<file path="src/sv/ple_pkg.sv">
// Shared types, codes and sizes for the positional list engine.
package ple_pkg;

   localparam int CAPACITY  = 64;
   localparam int DATA_BITS = 32;

   // Count holds 0..CAPACITY; the index of a slot fits in the same width.
   localparam int CNT_BITS  = $clog2(CAPACITY + 1);
   localparam int POS_BITS  = 8;
   localparam int CMP_BITS  = ((CNT_BITS > POS_BITS) ? CNT_BITS : POS_BITS) + 1;

   localparam int ACTION_BITS  = 3;
   localparam int STATUS_BITS  = 2;
   localparam int VALUE_BITS   = 32;
   localparam int COUNT_BITS   = 7;

   localparam logic [ACTION_BITS-1:0] ACT_ADD_FRONT = 3'd0;
   localparam logic [ACTION_BITS-1:0] ACT_ADD_REAR  = 3'd1;
   localparam logic [ACTION_BITS-1:0] ACT_DEL_FRONT = 3'd2;
   localparam logic [ACTION_BITS-1:0] ACT_DEL_REAR  = 3'd3;
   localparam logic [ACTION_BITS-1:0] ACT_INSERT_AT = 3'd4;
   localparam logic [ACTION_BITS-1:0] ACT_DELETE_AT = 3'd5;

   localparam logic [STATUS_BITS-1:0] ST_OK        = 2'd0;
   localparam logic [STATUS_BITS-1:0] ST_UNDERFLOW = 2'd1;
   localparam logic [STATUS_BITS-1:0] ST_RANGE     = 2'd2;
   localparam logic [STATUS_BITS-1:0] ST_FULL      = 2'd3;

   typedef enum logic [1:0] {
      OP_HOLD,
      OP_INSERT,
      OP_REMOVE
   } op_type;

   // Command broadcast to every cell of the row.
   typedef struct packed {
      op_type                 op;
      logic [CNT_BITS-1:0]    idx;
      logic [DATA_BITS-1:0]   data;
   } cmd_type;

endpackage

</file>
<file path="src/sv/ple_ctrl.sv">
// Command decode, range checks and the element count register.
module ple_ctrl (
   input  logic                              clock,
   input  logic                              reset,
   input  logic                              accept,
   input  logic [ple_pkg::ACTION_BITS-1:0]   action,
   input  logic [ple_pkg::POS_BITS-1:0]      position,
   input  logic [ple_pkg::VALUE_BITS-1:0]    value,
   output ple_pkg::cmd_type                  cmd,
   output logic [ple_pkg::STATUS_BITS-1:0]   status,
   output logic [ple_pkg::CNT_BITS-1:0]      count_next
);

   logic [ple_pkg::CNT_BITS-1:0] count_ff;
   logic [ple_pkg::CNT_BITS-1:0] count_in;
   logic [ple_pkg::CMP_BITS-1:0] pos_w;
   logic [ple_pkg::CMP_BITS-1:0] cnt_w;
   logic                         full;
   logic                         empty;
   ple_pkg::op_type              op;
   logic [ple_pkg::CNT_BITS-1:0] idx;

   assign pos_w = ple_pkg::CMP_BITS'(position);
   assign cnt_w = ple_pkg::CMP_BITS'(count_ff);
   assign full  = (count_ff == ple_pkg::CNT_BITS'(ple_pkg::CAPACITY));
   assign empty = (count_ff == '0);

   always_comb begin
      op     = ple_pkg::OP_HOLD;
      idx    = '0;
      status = ple_pkg::ST_OK;
      unique case (action)
         ple_pkg::ACT_ADD_FRONT: begin
            if (full) status = ple_pkg::ST_FULL;
            else      op     = ple_pkg::OP_INSERT;
         end
         ple_pkg::ACT_ADD_REAR: begin
            idx = count_ff;
            if (full) status = ple_pkg::ST_FULL;
            else      op     = ple_pkg::OP_INSERT;
         end
         ple_pkg::ACT_DEL_FRONT: begin
            if (empty) status = ple_pkg::ST_UNDERFLOW;
            else       op     = ple_pkg::OP_REMOVE;
         end
         ple_pkg::ACT_DEL_REAR: begin
            idx = count_ff - 1'b1;
            if (empty) status = ple_pkg::ST_UNDERFLOW;
            else       op     = ple_pkg::OP_REMOVE;
         end
         ple_pkg::ACT_INSERT_AT: begin
            idx = ple_pkg::CNT_BITS'(pos_w - 1'b1);
            if (pos_w == '0 || pos_w > cnt_w + 1'b1) status = ple_pkg::ST_RANGE;
            else if (full)                           status = ple_pkg::ST_FULL;
            else                                     op     = ple_pkg::OP_INSERT;
         end
         ple_pkg::ACT_DELETE_AT: begin
            idx = ple_pkg::CNT_BITS'(pos_w - 1'b1);
            if (pos_w == '0 || pos_w > cnt_w) status = ple_pkg::ST_RANGE;
            else                              op     = ple_pkg::OP_REMOVE;
         end
         default: status = ple_pkg::ST_RANGE;
      endcase
   end

   always_comb begin
      unique case (op)
         ple_pkg::OP_INSERT: count_next = count_ff + 1'b1;
         ple_pkg::OP_REMOVE: count_next = count_ff - 1'b1;
         default:            count_next = count_ff;
      endcase
   end

   assign cmd.op   = accept ? op : ple_pkg::OP_HOLD;
   assign cmd.idx  = idx;
   assign cmd.data = ple_pkg::DATA_BITS'(value);

   assign count_in = accept ? count_next : count_ff;

   always_ff @(posedge clock) begin
      if (reset) begin
         count_ff <= '0;
      end else begin
         count_ff <= count_in;
      end
   end

endmodule

</file>
<file path="config.mk">
export PLATFORM = sky130hd
export DESIGN_NAME = ple_ctrl
export DESIGN_NICKNAME = d
export VERILOG_FILES = /design/src/sv/ple_pkg.sv /design/src/sv/ple_ctrl.sv
export SDC_FILE = /design/constraint.sdc
export NUM_CORES = 1
export LEC_CHECK = 0
export BUFFER_PORTS_ARGS = -buffer_cell sky130_fd_sc_hd__buf_2
export CAP_MARGIN = 30
export CELL_PAD_IN_SITES_DETAIL_PLACEMENT = 1
export CELL_PAD_IN_SITES_GLOBAL_PLACEMENT = 1
export CORE_UTILIZATION = 32
export DETAILED_ROUTE_END_ITERATION = 12
export PLACE_DENSITY_LB_ADDON = 0.1
export SLEW_MARGIN = 10
export SYNTH_ARGS = -nofsm -noshare
export SYNTH_HDL_FRONTEND = slang
export SYNTH_SLANG_ARGS = --single-unit
</file>
<file path="constraint.sdc">
create_clock -name clock -period 9.2 [get_ports clock]
set_input_delay 0.92 -clock clock [delete_from_list [all_inputs] [get_ports clock]]
set_output_delay 0.92 -clock clock [all_outputs]
set_load 0.05 [all_outputs]
</file>
==> flow_metrics.py <==
metrics = {
    "detailed_routing": {
        "wl_met2_mm": 2.22,
        "vias": 1578,
        "dr.pass1.iters": 4,
        "highest_layer": "met4",
        "wl_met3_um": 250,
        "ant_nets": 0,
        "viasPerCell": 5.52,
        "drcViolationCount": 0,
        "wirelength_mm": 5.03,
        "drtIter0Drc": 44,
        "drt-met1-wl_mm": 2.24,
        "wire_per_inst_um": 17.6,
    },
    "placement": {
        "place_ws_ns": 4.41,
        "place_congestion": 0.858,
        "place_inst": 282,
        "hpwl_mm": 4.19,
        "portBuffers": 31,
    },
    "timing": {
        "clock.fmax_ghz": 0.199,
        "hold_violations": 0,
        "finClkSkew_ns": 0.00199,
        "finalSetupViolations": 0,
        "rsz0062_at_grt": "no",
        "worst_slew_pin_slew_ns": 0.420,
        "slew_headroom": 0.719,
        "fin_tns_setup_ns": 0,
        "worst_slack_ns": 4.17,
        "min_period_ns": 5.03,
        "slew_violations": 0,
        "post-route-period-util": 0.546,
    },
    "clock_network": {
        "cts_resized": 0,
        "cts.sink_count": 7,
        "clock_latency_ns": 0.23,
        "post_cts_buffers": 0,
        "cts_buffers": 3,
        "path_clk_slew_ns": 0.04,
        "htree_levels": 1,
        "tritoncts": "done",
        "clock_path_buffers": 2,
        "cts_hold_buf": 0,
        "cts_root_buf": "clkbuf_8",
    },
    "global_route": {
        "antenna_found_initial": 0,
        "grt_max_degree": 17,
        "grt_pass1_vias": 1640,
        "grt_pass1_wl_mm": 8.17,
        "grt_overflow_total": 0,
        "grt_usage": 0.196,
    },
    "synthesis": {
        "synth_top_area_share": 0.160,
        "synth_seq_cells": 7,
        "synth_top_cells_by_area": "ha_1 16%, buf_4 15%, dfxtp_1 8.5%",
        "synth-seq-area-share": 0.0854,
        "synth_edf_count": 0,
        "syn_inst": 223,
        "async_reset_ff_frac": 0,
        "syn-num-nets": 290,
        "ys_top_cells_by_count": "33 x buf_4, 21 x ha_1, 17 x nand2_1, 14 x inv_1",
        "yosysUniqueCellTypes": 47,
        "avgSynthCellArea_sq_um": 7.36,
        "yosysWarningCount": 0,
        "synth_top_cell_by_area": "ha_1",
        "synthFlopType": "dfxtp_1",
        "synth_area_sq_um": 1640,
        "yosysMostFrequentCell": "buf_4",
    },
    "cells_and_area": {
        "nets": 287,
        "num-fill-cells": 623,
        "largest_reg_flops": 7,
        "top_register": "count_ff",
        "area_delta_synth_final_pct": 0.762,
        "reg_top3": "count_ff: 7 flops",
        "drive_above_1_share": 0.210,
        "multi_input_area_sq_um": 1160,
        "stdcell_count": 286,
        "seq_area_sq_um": 140,
        "n_antenna_cell": 0,
    },
    "floorplan": {
        "die_w_um": 73.6,
        "rows": 25,
        "die_y_um": 73.6,
        "ios": 96,
        "start_util": 0.341,
        "core_area_sq_um": 4820,
        "die_area_sq_um": 5420,
    },
    "critical_path": {
        "required_ns": 8.28,
        "end_kind": "output port",
        "critPathKind": "flop to output port",
        "startpoint_type": "flop",
        "worstPathMaxFanout": 15,
        "cp.arrival_ns": 4.11,
    },
    "outcome": {
        "status": "finished, final reports clean",
    },
    "power_and_ir_drop": {
        "p_per_area_nw_per_um2": 106,
        "internal_power_uw": 92.5,
        "switching_share": 0.473,
        "clkPwrFrac": 0.253,
        "irDropWorstVdd_v": 0.0000743,
        "comb_power_share": 0.552,
        "pwr-share-seq": 0.195,
        "switchingPower_uw": 83.0,
        "p_leak_nw": 0.696,
    },
    "flow_run": {
        "cap_violations": 0,
    },
    "min_path": {
        "hp-class": "flop to flop",
    },
}
-- worst max-delay path, stage by stage, from the launching register on --
cell	delay (ns)
dfxtp_1	0.49
ha_1	0.32
nand3_1	0.21
nor3_2	0.18
xnor2_1	0.20
inv_1	0.08
ha_1	0.30
nand4_1	0.16
nor2_1	0.14
a211o_1	0.11
nand3_1	0.14
o21ai_1	0.29
inv_1	0.07
ha_1	0.45
a221oi_1	0.36
o21ai_0	0.15
buf_2	0.23
-- layer usage --
layer / vias to the layer above / track usage
met5: - / 0
met1: 726 / 0.238
met4: 0 / 0.152
li1: 753 / -
met3: 53 / 0.0123
met2: 46 / 0.320
-- layout make-up --
type | count | area share
Inverter | 17 | 0.0401
Sequential cell | 7 | 0.0847
Multi-Input combinational cell | 160 | 0.703
Tap cell | 67 | 0.0507
Clock buffer | 4 | 0.0272
Timing Repair Buffer | 31 | 0.0938
-- path summary, 6_finish.rpt --
kind              slack [ns]                        to  cells past startpoint                     start
setup / recovery        4.17             count_next[4]                     16  count_ff[0]$_SDFFE_PP0P_
hold / removal          0.60  count_ff[0]$_SDFFE_PP0P_                      2  count_ff[0]$_SDFFE_PP0P_
setup reg to reg        5.29  count_ff[4]$_SDFFE_PP0P_                     17  count_ff[0]$_SDFFE_PP0P_
hold reg to reg         0.60  count_ff[0]$_SDFFE_PP0P_                      2  count_ff[0]$_SDFFE_PP0P_
-- kinds of logic after synthesis --
logic type                 after synthesis  synth area share
AOI/OAI and AO/OA                       55             0.225
and+or+nand+nor                         66             0.226
muxes                                    3            0.0183
xor gates and xnor gates                15            0.0800
buffers and inverters                   56             0.206
DFF                                      7            0.0854
adders and majority gates               21             0.160
-- power by group through the flow --
stage,Combinational [mW],Sequential (mW),Clock [mW]
after floorplan,0.111,0.0331,0
after global placement,0.0955,0.0347,0
after CTS,0.0974,0.0342,0.0469
after detailed placement,0.0970,0.0347,0
final,0.0969,0.0342,0.0445
after global routing,0.106,0.0345,0.0477
-- cells in the final DEF, fill, tap and decap left out, types with 4 or more instances in the layout --
cell     count
nor2_1      13
ha_1        21
a21oi_1      9
nand2_1     17
nand4_1      4
nor2b_1      4
dfxtp_1      7
buf_2       31
o22ai_1      8
inv_1       14
nand3_1      8
xnor2_1     12
o21ai_0     13
-- through the flow --
step / area [sq um] / hold slack [ns] / power, mW / utilization
floorplan: 1640 / 0.530 / 0.144 / -
global placement: 1610 / 0.597 / 0.130 / 0.334
detailed placement: 1610 / 0.608 / 0.132 / 0.334
CTS: 1650 / 0.617 / 0.178 / 0.343
global route: 1650 / 0.636 / 0.188 / 0.343
finish: 1650 / 0.603 / 0.176 / 0.343
Power figures use the tool's default switching activity.
