`src/sv/ple_pkg.sv`:
```
// Shared types, codes and sizes for the positional list engine.
package ple_pkg;

   localparam int CAPACITY  = 64;
   localparam int DATA_BITS = 32;

   // Count holds 0..CAPACITY; the index of a slot fits in the same width.
   localparam int CNT_BITS  = $clog2(CAPACITY + 1);
   localparam int POS_BITS  = 8;
   localparam int CMP_BITS  = ((CNT_BITS > POS_BITS) ? CNT_BITS : POS_BITS) + 1;

   localparam int ACTION_BITS  = 3;
   localparam int STATUS_BITS  = 2;
   localparam int VALUE_BITS   = 32;
   localparam int COUNT_BITS   = 7;

   localparam logic [ACTION_BITS-1:0] ACT_ADD_FRONT = 3'd0;
   localparam logic [ACTION_BITS-1:0] ACT_ADD_REAR  = 3'd1;
   localparam logic [ACTION_BITS-1:0] ACT_DEL_FRONT = 3'd2;
   localparam logic [ACTION_BITS-1:0] ACT_DEL_REAR  = 3'd3;
   localparam logic [ACTION_BITS-1:0] ACT_INSERT_AT = 3'd4;
   localparam logic [ACTION_BITS-1:0] ACT_DELETE_AT = 3'd5;

   localparam logic [STATUS_BITS-1:0] ST_OK        = 2'd0;
   localparam logic [STATUS_BITS-1:0] ST_UNDERFLOW = 2'd1;
   localparam logic [STATUS_BITS-1:0] ST_RANGE     = 2'd2;
   localparam logic [STATUS_BITS-1:0] ST_FULL      = 2'd3;

   typedef enum logic [1:0] {
      OP_HOLD,
      OP_INSERT,
      OP_REMOVE
   } op_type;

   // Command broadcast to every cell of the row.
   typedef struct packed {
      op_type                 op;
      logic [CNT_BITS-1:0]    idx;
      logic [DATA_BITS-1:0]   data;
   } cmd_type;

endpackage

```
`src/sv/ple_cell.sv`:
```
// One slot of the list: keeps its element, shifts with its neighbors.
module ple_cell (
   input  logic                            clock,
   input  ple_pkg::cmd_type                cmd,
   input  logic [ple_pkg::CNT_BITS-1:0]    cell_index,
   input  logic [ple_pkg::DATA_BITS-1:0]   left_data,
   input  logic [ple_pkg::DATA_BITS-1:0]   right_data,
   output logic [ple_pkg::DATA_BITS-1:0]   data,
   output logic [ple_pkg::DATA_BITS-1:0]   hit_data
);

   logic [ple_pkg::DATA_BITS-1:0] data_ff;
   logic [ple_pkg::DATA_BITS-1:0] data_in;

   always_comb begin
      data_in = data_ff;
      unique case (cmd.op)
         ple_pkg::OP_INSERT: begin
            if (cell_index == cmd.idx) begin
               data_in = cmd.data;
            end else if (cell_index > cmd.idx) begin
               data_in = left_data;
            end
         end
         ple_pkg::OP_REMOVE: begin
            if (cell_index >= cmd.idx) begin
               data_in = right_data;
            end
         end
         default: data_in = data_ff;
      endcase
   end

   always_ff @(posedge clock) begin
      data_ff <= data_in;
   end

   assign data     = data_ff;
   assign hit_data = (cell_index == cmd.idx) ? data_ff : '0;

endmodule

```
`config.mk`:
```
export PLATFORM = sky130hd
export DESIGN_NAME = ple_cell
export DESIGN_NICKNAME = d
export VERILOG_FILES = /design/src/sv/ple_pkg.sv /design/src/sv/ple_cell.sv
export SDC_FILE = /design/constraint.sdc
export NUM_CORES = 1
export LEC_CHECK = 0
export BUFFER_PORTS_ARGS = -buffer_cell sky130_fd_sc_hd__buf_2
export CORE_MARGIN = 8
export CORE_UTILIZATION = 35
export CTS_CLUSTER_DIAMETER = 120
export DETAILED_ROUTE_END_ITERATION = 6
export PLACE_DENSITY = 0.77
export RECOVER_POWER = 25
export SLEW_MARGIN = 20
export SYNTH_ARGS = -nofsm -noshare
export SYNTH_HDL_FRONTEND = slang
export SYNTH_SLANG_ARGS = --single-unit
```
`constraint.sdc`:
```
create_clock -name clock -period 3 [get_ports clock]
set_input_delay 0.15 -clock clock [delete_from_list [all_inputs] [get_ports clock]]
set_output_delay 0.15 -clock clock [all_outputs]
set_load 0.02 [all_outputs]
```
==> flow_summary.toml, run 1 <==
[timing]
grt_setup_unrepaired = "false"
final.period_utilization = 0.716
setup_viol = 0
final-hold-violation-count = 0
post_route_hold_slack_ns = 0.176
tns_ns = 0
tightest_slew_ns = 0.759
final_period_minus_worst_setup_slack_ns = 2.15
max-slew-margin-rel = 0.481
slew_viol_final = 0
maxClockFrequency_ghz = 0.465

[cts]
postCtsResizedCells = 0
cts_buffers = 5
clk_pin_slew_ns = 0.07
cts_hold_buf = 0
clockBufferDepth = 2
cts_setup_buffers = 0
cts_tree = "built"
clock-root-buffer = "sky130_fd_sc_hd__clkbuf_8"
htree_levels = 2
clock_sinks = 32

[place]
placement.io_buffers = 176
routabilityCongestion = 0.801
numPlacedInstances = 467
hpwl_mm = 5.63

[cells_and_area]
largest_register_ff_count = 32
final_nets = 522
syn2layout_area_growth_pct = 47.4
insertedDiodeCount = 0
layout.cells.non_filler = 476
share_of_post_route_cells_with_drive_strength_above_1 = 0.406
final.fill_count = 592

[logic_synthesis]
synth_adder_area_share = 0.0527
count_of_state_elements_after_synthesis = 32
synthArstFlopShare = 0
post_synth_xor_area_fraction = 0
leading_post_synthesis_cells_by_cell_area = "sky130_fd_sc_hd__edfxtp_1, sky130_fd_sc_hd__a21oi_1, sky130_fd_sc_hd__and2_1"
synth_largest_area_cell = "sky130_fd_sc_hd__edfxtp_1"
synth_top_cells_by_count = "sky130_fd_sc_hd__a21oi_1, sky130_fd_sc_hd__and2_1, sky130_fd_sc_hd__edfxtp_1"
avgSynthCellArea_um2 = 9.26
synth_nets = 353
yosys.cell_count.top_type = "sky130_fd_sc_hd__a21oi_1"
main_combinational_cell_family_by_area_after_synthesis = "simple AND/OR/NAND/NOR gates"
basic_gate_share_of_the_synthesized_area_counting_and_or_nand_and_nor_cells = 0.252
count_of_flip_flops_with_a_built_in_enable_after_synthesis = 32
postSynth.topFlopCell = "sky130_fd_sc_hd__edfxtp_1"
synthesis.yosys.warnings = 0
syn-cell-area_um2 = 2140
synth_compound_area_frac = 0.147
netlist-cell-type-count = 22
syn_inst = 231
ys_seq_area_frac = 0.449
post_synth_mux_area_share = 0.0421
share_of_the_synthesized_area_in_the_top_cell_type = 0.449

[global_route]
total_congestion_overflow_after_global_routing = 0
grt_max_degree = 61
grt_first_pass_wirelength_mm = 10.8
number_of_global_route_vias_before_repair = 2357
initial_antenna_violation_count = 0
grt_util_all_layers = 0.151

[routing]
vias_per_cell = 4.65
num_vias = 2214
dr_wl_met2_mm = 3.59
dr_wl_met3_um = 731
first_iter_violations = 43
maxUsedRoutingLayer = "met4"
final_routed_drc_violation_total = 0
wirelength_mm = 7.01
drt-met1-wl_mm = 2.59
antenna_violating_nets_post_route = 0
routedWlPerCell_um = 14.7
drt_pass1_iterations = 4

[pwr]
switching_power_mw = 0.410
power.share.clock = 0.293
seq_power_share = 0.449
comb_power_share = 0.259
pwr_density_cell_nw_per_um2 = 436
fraction_of_power_spent_switching_nets = 0.299
power.internal_mw = 0.963
max-vdd-ir-drop_mv = 0.184
lkg_pwr_nw = 1.56

[worst_setup_path]
worst_setup_path_end_kind = "output port"
crit_arrival_ns = 2.00
critPathMaxFanout = 35
timing_worst_setup_path_type = "primary input to output port"
worst-endpoint-required_ns = 2.85
critical_path.startpoint_type = "primary input"

[floorplan]
floorplan.die_area_um2 = 8870
initial_core_utilization = 0.361
core-area_um2 = 5920
rows = 28
die_height_um = 94.2
ios = 177
chipWidth_um = 94.2

[run]
cap_violations = 0

[hold_path]
worst_hold_path_type = "primary input to flop"
min_path_cells = 2

[outcome]
outcome = "finished clean"
==> final cells by class <==
class	count	area [µm²]	area share
Clock buffer	6	72.6	0.0230
Clock inverter	2	35.0	0.0111
Inverter	9	33.8	0.0107
Multi-Input combinational cell	173	1070	0.340
Sequential cell	32	961	0.305
Tap cell	75	93.8	0.0298
Timing Repair Buffer	179	883	0.280
==> worst paths after layout <==
| check | from | endpoint | slack (ns) |
|---|---|---|---|
| setup / recovery | cmd[38] | hit_data[14] | 0.85 |
| hold / removal | right_data[10] | data[10]$_DFFE_PP_ | 0.18 |
==> power groups by stage <==
stage               registers, mW  clock network (mW)  logic, mW
floorplan                   0.715                   0      0.108
global placement            0.623                   0      0.366
detailed placement          0.625                   0      0.374
CTS                         0.616               0.413      0.375
global route                0.625               0.431      0.389
finish                      0.616               0.402      0.356
==> worst max-delay path, cell delays in order <==
cell                     delay [ns]
sky130_fd_sc_hd__buf_2         0.08
sky130_fd_sc_hd__inv_1         0.03
sky130_fd_sc_hd__ha_1          0.30
sky130_fd_sc_hd__and4_4        0.26
sky130_fd_sc_hd__and4_2        0.60
sky130_fd_sc_hd__buf_12        0.24
sky130_fd_sc_hd__and2_1        0.15
sky130_fd_sc_hd__buf_2         0.17
==> placed cells by master, fill, tap and decap left out, types with 2 or more instances in the layout <==
cell                       netlist  layout
sky130_fd_sc_hd__buf_2           3     144
sky130_fd_sc_hd__a21oi_1        58      57
sky130_fd_sc_hd__clkbuf_1        5      33
sky130_fd_sc_hd__and2_1         32      32
sky130_fd_sc_hd__edfxtp_1       32      32
sky130_fd_sc_hd__nand2_1        29      29
sky130_fd_sc_hd__nor2b_1        28      28
sky130_fd_sc_hd__inv_1           9       9
sky130_fd_sc_hd__ha_1            9       8
sky130_fd_sc_hd__clkbuf_8        0       5
sky130_fd_sc_hd__mux2_1          4       4
sky130_fd_sc_hd__mux2_2          4       4
sky130_fd_sc_hd__nor2_1          2       2
==> layer usage <==
metal / vias to the layer above / track usage
li1: 1124 / -
met1: 981 / 0.155
met2: 101 / 0.268
met3: 8 / 0.0592
met4: 0 / 0.0542
met5: - / 0
==> metrics by stage <==
| stage | cell area (µm²) | setup WS, ns | power [mW] | utilization |
|---|---|---|---|---|
| after CTS | 3180 | 0.834 | 1.40 | 0.537 |
| after global routing | 3150 | 0.729 | 1.44 | 0.532 |
| after global placement | 3070 | 0.764 | 0.990 | 0.518 |
| final | 3150 | 0.851 | 1.37 | 0.532 |
| after floorplan | 2140 | 0.144 | 0.823 | - |
| after detailed placement | 3070 | 0.716 | 0.998 | 0.518 |
==> logic make-up after synthesis <==
logic type / after synthesis
fa+ha+maj: 9
buf+inv: 26
compound gates: 61
simple gates: 95
mux: 8
flops: 32
(Power assumes the default switching activity.)
==> inputs of run 2 (changes only) <==
--- a/config.mk
+++ b/config.mk
@@ -5,12 +5,13 @@
 export SDC_FILE = /design/constraint.sdc
 export NUM_CORES = 1
 export LEC_CHECK = 0
+export ABC_AREA = 1
 export BUFFER_PORTS_ARGS = -buffer_cell sky130_fd_sc_hd__buf_2
 export CORE_MARGIN = 8
 export CORE_UTILIZATION = 35
 export CTS_CLUSTER_DIAMETER = 120
 export DETAILED_ROUTE_END_ITERATION = 6
-export PLACE_DENSITY = 0.77
+export PLACE_DENSITY = 0.74
 export RECOVER_POWER = 25
 export SLEW_MARGIN = 20
 export SYNTH_ARGS = -nofsm -noshare
==> constraint.sdc (replaced) <==
create_clock -name clock -period 1.7 [get_ports clock]
set_input_delay 0.085 -clock clock [delete_from_list [all_inputs] [get_ports clock]]
set_output_delay 0.085 -clock clock [all_outputs]
set_load 0.02 [all_outputs]
==> run 2 against run 1 <==
  * Power rose by 73%
  * Worst setup slack got worse by 0.60 ns
  * Count of clock-buffer cells in the layout rose by 1
  * Cell count rose by 28%
  * First-iteration DRC count rose by 100%
  * Sequential power rose by 79%
  * Synthesized area rose by 9.9%
  * Sequential cell count did not move
  * Utilization fell by 2.4 points
  * Via count rose by 21%
  * Clock power rose by 32%
  * Critical path type unchanged
  * Largest cell class unchanged
==> flow_summary.toml, run 2 <==
[outcome]
outcome = "finished clean"

[floorplan]
core-area_um2 = 6640
chipWidth_um = 98.0
floorplan.die_area_um2 = 9600
rows = 30
initial_core_utilization = 0.354
ios = 177
die_height_um = 98.0

[logic_synthesis]
yosys.cell_count.top_type = "sky130_fd_sc_hd__nand2_1"
synthesis.yosys.warnings = 0
synthArstFlopShare = 0
synth_largest_area_cell = "sky130_fd_sc_hd__edfxtp_1"
netlist-cell-type-count = 16
synth_top_cells_by_count = "sky130_fd_sc_hd__nand2_1, sky130_fd_sc_hd__inv_1, sky130_fd_sc_hd__nand3_1"
share_of_the_synthesized_area_in_the_top_cell_type = 0.409
ys_seq_area_frac = 0.409
count_of_state_elements_after_synthesis = 32
synth_nets = 475
postSynth.topFlopCell = "sky130_fd_sc_hd__edfxtp_1"
syn_inst = 353
avgSynthCellArea_um2 = 6.66
syn-cell-area_um2 = 2350
count_of_flip_flops_with_a_built_in_enable_after_synthesis = 32
leading_post_synthesis_cells_by_cell_area = "sky130_fd_sc_hd__edfxtp_1, sky130_fd_sc_hd__nand2_1, sky130_fd_sc_hd__nand3_1"

[cts]
clockBufferDepth = 2
htree_levels = 2
clock_sinks = 32
cts_setup_buffers = 0
cts_tree = "built"
clk_pin_slew_ns = 0.06
cts_hold_buf = 0
cts_buffers = 5
postCtsResizedCells = 0
clock-root-buffer = "sky130_fd_sc_hd__clkbuf_8"

[cells_and_area]
largest_register_ff_count = 32
layout_commonest_cell = "sky130_fd_sc_hd__nand2_1"
final_util = 0.508
share_of_post_route_cells_with_drive_strength_above_1 = 0.309
insertedDiodeCount = 0
layout.cells.non_filler = 608
syn2layout_area_growth_pct = 43.6
mostFrequentLayoutCells = "sky130_fd_sc_hd__nand2_1, sky130_fd_sc_hd__buf_2, sky130_fd_sc_hd__inv_1"
final_nets = 649
postLayoutCellArea_um2 = 3380

[worst_setup_path]
timing_worst_setup_path_type = "primary input to output port"
worst-endpoint-required_ns = 1.62
worst_setup_path_startpoint = "cmd[34]"
critical_path.startpoint_type = "primary input"
critPathMaxFanout = 31
worst_setup_path_end_kind = "output port"
crit_arrival_ns = 1.37

[place]
hpwl_mm = 6.22
placement.io_buffers = 176
area_after_dpl_um2 = 3340
numPlacedInstances = 600
routabilityCongestion = 0.761

[global_route]
grt_first_pass_wirelength_mm = 12.2
grt_max_degree = 34
number_of_global_route_vias_before_repair = 2707
initial_antenna_violation_count = 0
total_congestion_overflow_after_global_routing = 0
grt_util_all_layers = 0.151

[hold_path]
worst_hold_path_type = "primary input to flop"
worstHoldStart = "right_data[7]"

[routing]
routedWlPerCell_um = 12.5
final_routed_drc_violation_total = 0
first_iter_violations = 88
num_vias = 2685
antenna_violating_nets_post_route = 0
wirelength_mm = 7.59
drt_pass1_iterations = 5
vias_per_cell = 4.42

[pwr]
pwr_density_cell_nw_per_um2 = 703
power.internal_mw = 1.58
fraction_of_power_spent_switching_nets = 0.335
max-vdd-ir-drop_mv = 0.278
power.share.clock = 0.224
comb_power_share = 0.312
lkg_pwr_nw = 2.06
switching_power_mw = 0.795
seq_power_share = 0.464

[timing]
tns_ns = 0
tightest_slew_ns = 0.344
final.period_utilization = 0.854
post_route_hold_slack_ns = 0.0832
setup_viol = 0
slew_viol_final = 0
grt_setup_unrepaired = "false"
final_period_minus_worst_setup_slack_ns = 1.45
maxClockFrequency_ghz = 0.689
max-slew-margin-rel = 0.771
final-hold-violation-count = 0

[run]
cap_violations = 0
==> run 2: cell count changes in the layout (fill, tap and decap cells not counted), sizes merged, moves of 7 or more <==
cell and change:
nor2 +34, nand2 +141, and2 -32, a21oi -57, nor2b -28, inv +39
mux2 -8, nand3 +36, buf +7
==> run 2: kinds of logic (layout without fill, tap and decap cells) <==
family | count (synthesis) | count (layout) | synth area share
compound gates | 2 | 2 | 0.00532
flops | 32 | 32 | 0.409
fa+ha+maj | 9 | 9 | 0.0479
simple gates | 242 | 242 | 0.412
buf+inv | 68 | 243 | 0.126
==> run 2: final cells by class <==
type | count | area, µm²
clock buffer | 7 | 76.3
clock inverter | 1 | 3.75
fill | 689 | 3270
inverter | 49 | 188
multi-input combinational | 253 | 1090
sequential | 32 | 961
tap | 80 | 100
timing repair buffer | 186 | 953
==> run 2: power by group through the flow <==
stage	sequential, mW	combinational, mW	clock, mW
2_1_floorplan	1.27	0.269	0
3_3_place_gp	1.11	0.766	0
3_5_place_dp	1.12	0.780	0
6_report	1.10	0.740	0.532
4_1_cts	1.10	0.782	0.548
5_1_grt	1.12	0.822	0.575
==> run 2: final timing paths <==
path / end / slack [ns] / depth (start not counted)
worst max-delay path: hit_data[29] / 0.25 / 9
worst min-delay path: data[7]$_DFFE_PP_ / 0.08 / 3
==> run 2: metrics by stage <==
| stage | total power [mW] | setup WS [ns] |
|---|---|---|
| 2_1_floorplan | 1.54 | 0.00354 |
| 3_3_place_gp | 1.88 | 0.153 |
| 3_5_place_dp | 1.90 | 0.107 |
| 4_1_cts | 2.43 | 0.221 |
| 5_1_grt | 2.51 | 0.121 |
| 6_report | 2.37 | 0.249 |
==> run 2: worst max-delay path, cell delays in order <==
cell,delay (ns)
sky130_fd_sc_hd__buf_2,0.08
sky130_fd_sc_hd__inv_1,0.04
sky130_fd_sc_hd__ha_1,0.30
sky130_fd_sc_hd__nand2_1,0.09
sky130_fd_sc_hd__nor2_4,0.17
sky130_fd_sc_hd__nand2_4,0.08
sky130_fd_sc_hd__buf_4,0.23
sky130_fd_sc_hd__nor2_1,0.12
sky130_fd_sc_hd__buf_2,0.17
==> run 2: per-layer routing <==
layer,global-route usage,wire [µm],vias up
met5,0,0,-
met4,0.0396,80,0
met3,0.0448,647,6
met2,0.278,3900,99
met1,0.164,2970,1161
li1,-,-,1419
==> inputs of run 3 (changes only) <==
--- a/config.mk
+++ b/config.mk
@@ -5,13 +5,13 @@
 export SDC_FILE = /design/constraint.sdc
 export NUM_CORES = 1
 export LEC_CHECK = 0
-export ABC_AREA = 1
 export BUFFER_PORTS_ARGS = -buffer_cell sky130_fd_sc_hd__buf_2
+export CORE_ASPECT_RATIO = 1.25
 export CORE_MARGIN = 8
 export CORE_UTILIZATION = 35
 export CTS_CLUSTER_DIAMETER = 120
 export DETAILED_ROUTE_END_ITERATION = 6
-export PLACE_DENSITY = 0.74
+export PLACE_DENSITY = 0.77
 export RECOVER_POWER = 25
 export SLEW_MARGIN = 20
 export SYNTH_ARGS = -nofsm -noshare
==> run 3 against run 2 <==
  * Cell count shrank 18%
  * Design area up 5.3%
  * Critical endpoint is now hit_data[15]
  * Sequential share of layout area decreased by 1.4 points
  * Via count shrank 12%
  * Sequential cell count is the same
==> flow_summary.toml, run 3 (synthesis gave the netlist of run 1 again) <==
[worst_setup_path]
critical_path.startpoint_type = "primary input"
largest_delay_contributor_family_on_the_critical_path = "simple AND/OR/NAND/NOR gates"
worst_path_most_repeated_cell = "sky130_fd_sc_hd__and4_4"
critical_path_cell_count = 8
worst_setup_path_end_kind = "output port"
timing_worst_setup_path_type = "primary input to output port"
cpPeakStageDelay_ns = 0.37
number_of_buffer_and_inverter_stages_on_the_critical_path = 4
critPathMaxFanout = 8
crit_slowest_cell = "sky130_fd_sc_hd__and4_4"
crit_arrival_ns = 1.58
cells_traversed_along_the_worst_timing_path = "buf_2, inv_6, ha_4, and4_4, and4_4, clkbuf_16, and2_1, buf_6"
worst-endpoint-required_ns = 1.62

[floorplan]
ios = 177
chipWidth_um = 85.9
floorplan.die_area_um2 = 8880
rows = 32
core-area_um2 = 6050
initial_core_utilization = 0.354
die_height_um = 103

[cts]
htree_levels = 2
clock-root-buffer = "sky130_fd_sc_hd__clkbuf_8"
clockBufferDepth = 2
cts_buffers = 5
clock_sinks = 32
clk_pin_slew_ns = 0.06
cts_tree = "built"

[cells_and_area]
layout.cells.non_filler = 500
mostFrequentLayoutCells = "sky130_fd_sc_hd__buf_2, sky130_fd_sc_hd__a21oi_1, sky130_fd_sc_hd__edfxtp_1"
syn2layout_area_growth_pct = 66.2
largest_register_ff_count = 32
postLayoutCellArea_um2 = 3550
share_of_post_route_cells_with_drive_strength_above_1 = 0.484
insertedDiodeCount = 0
final_nets = 539
layout_commonest_cell = "sky130_fd_sc_hd__buf_2"

[routing]
maxUsedRoutingLayer = "met4"
first_iter_violations = 97
drt_pass1_iterations = 5
routedWlPerCell_um = 16.3
drt-met1-wl_mm = 2.87
num_vias = 2361
dr_wl_met2_mm = 4.58
wirelength_mm = 8.15
vias_per_cell = 4.72
dr_wl_met3_um = 623
antenna_violating_nets_post_route = 0
final_routed_drc_violation_total = 0

[outcome]
outcome = "finished clean"

[timing]
final_period_minus_worst_setup_slack_ns = 1.67
tns_ns = 0
slew_viol_final = 0
final.period_utilization = 0.980
maxClockFrequency_ghz = 0.600
final-hold-violation-count = 0
post_route_hold_slack_ns = 0.118
max-slew-margin-rel = 0.562
setup_viol = 0
tightest_slew_ns = 0.656

[hold_path]
worst_hold_path_type = "primary input to flop"
min_path_cells = 2

[place]
area_after_dpl_um2 = 3240
routabilityCongestion = 0.764
hpwl_mm = 5.96
placement.io_buffers = 176
numPlacedInstances = 485

[pwr]
pwr_density_cell_nw_per_um2 = 644
max-vdd-ir-drop_mv = 0.288
finalPower_mw = 2.29
lkg_pwr_nw = 1.69

[global_route]
grt_util_all_layers = 0.160
grt_first_pass_wirelength_mm = 11.1
total_congestion_overflow_after_global_routing = 0
number_of_global_route_vias_before_repair = 2271
grt_max_degree = 61
initial_antenna_violation_count = 0

[run]
cap_violations = 0
## run 3: changes by cell type in the layout (fill, tap and decap cells not counted), moves of 14 or more
cell                      delta
sky130_fd_sc_hd__nand2_1   -140
sky130_fd_sc_hd__a21oi_1    +56
sky130_fd_sc_hd__inv_1      -43
sky130_fd_sc_hd__nand3_1    -36
sky130_fd_sc_hd__nor2_1     -33
sky130_fd_sc_hd__nor2b_1    +28
sky130_fd_sc_hd__and2_1     +27
sky130_fd_sc_hd__buf_4      +17
sky130_fd_sc_hd__buf_2      -14
## run 3: stage by stage
step / util / setup slack, ns
after detailed placement: 0.536 / -0.433
after global routing: 0.588 / -0.00769
after CTS: 0.557 / 0.00870
after global placement: 0.536 / -0.360
after floorplan: - / -0.0174
final: 0.588 / 0.0334
## run 3: final timing paths
kind / slack (ns) / from / endpoint
min: 0.12 / right_data[10] / data[10]$_DFFE_PP_
max: 0.03 / cmd[35] / hit_data[15]
## run 3: repair_timing
action,in CTS,in global routing
endpoints found under the hold margin,0,0
setup endpoints to repair,53,14
cloned,2,5
gates resized for setup,3,31
buffers inserted,0,4
pin swaps,2,0
hold buffers,0,0
## run 3: layer usage
layer / up-vias / GRT usage
li1: 1161 / -
met1: 1092 / 0.153
met2: 100 / 0.315
met3: 8 / 0.0577
met4: 0 / 0.0405
met5: - / 0
## run 3: report_power, final
part,internal [mW],total (mW),switching [mW]
Sequential,1.03,1.09,0.0617
Combinational,0.279,0.699,0.420
Clock,0.263,0.497,0.234
Total,1.57,2.29,0.715
## run 3: cell type report
cell class / count / area [µm²]
Inverter: 9 / 51.3
Clock buffer: 5 / 68.8
Timing Repair Buffer: 195 / 1190
Tap cell: 85 / 106
Multi-Input combinational cell: 174 / 1180
Sequential cell: 32 / 961
Fill cell: 561 / 2490
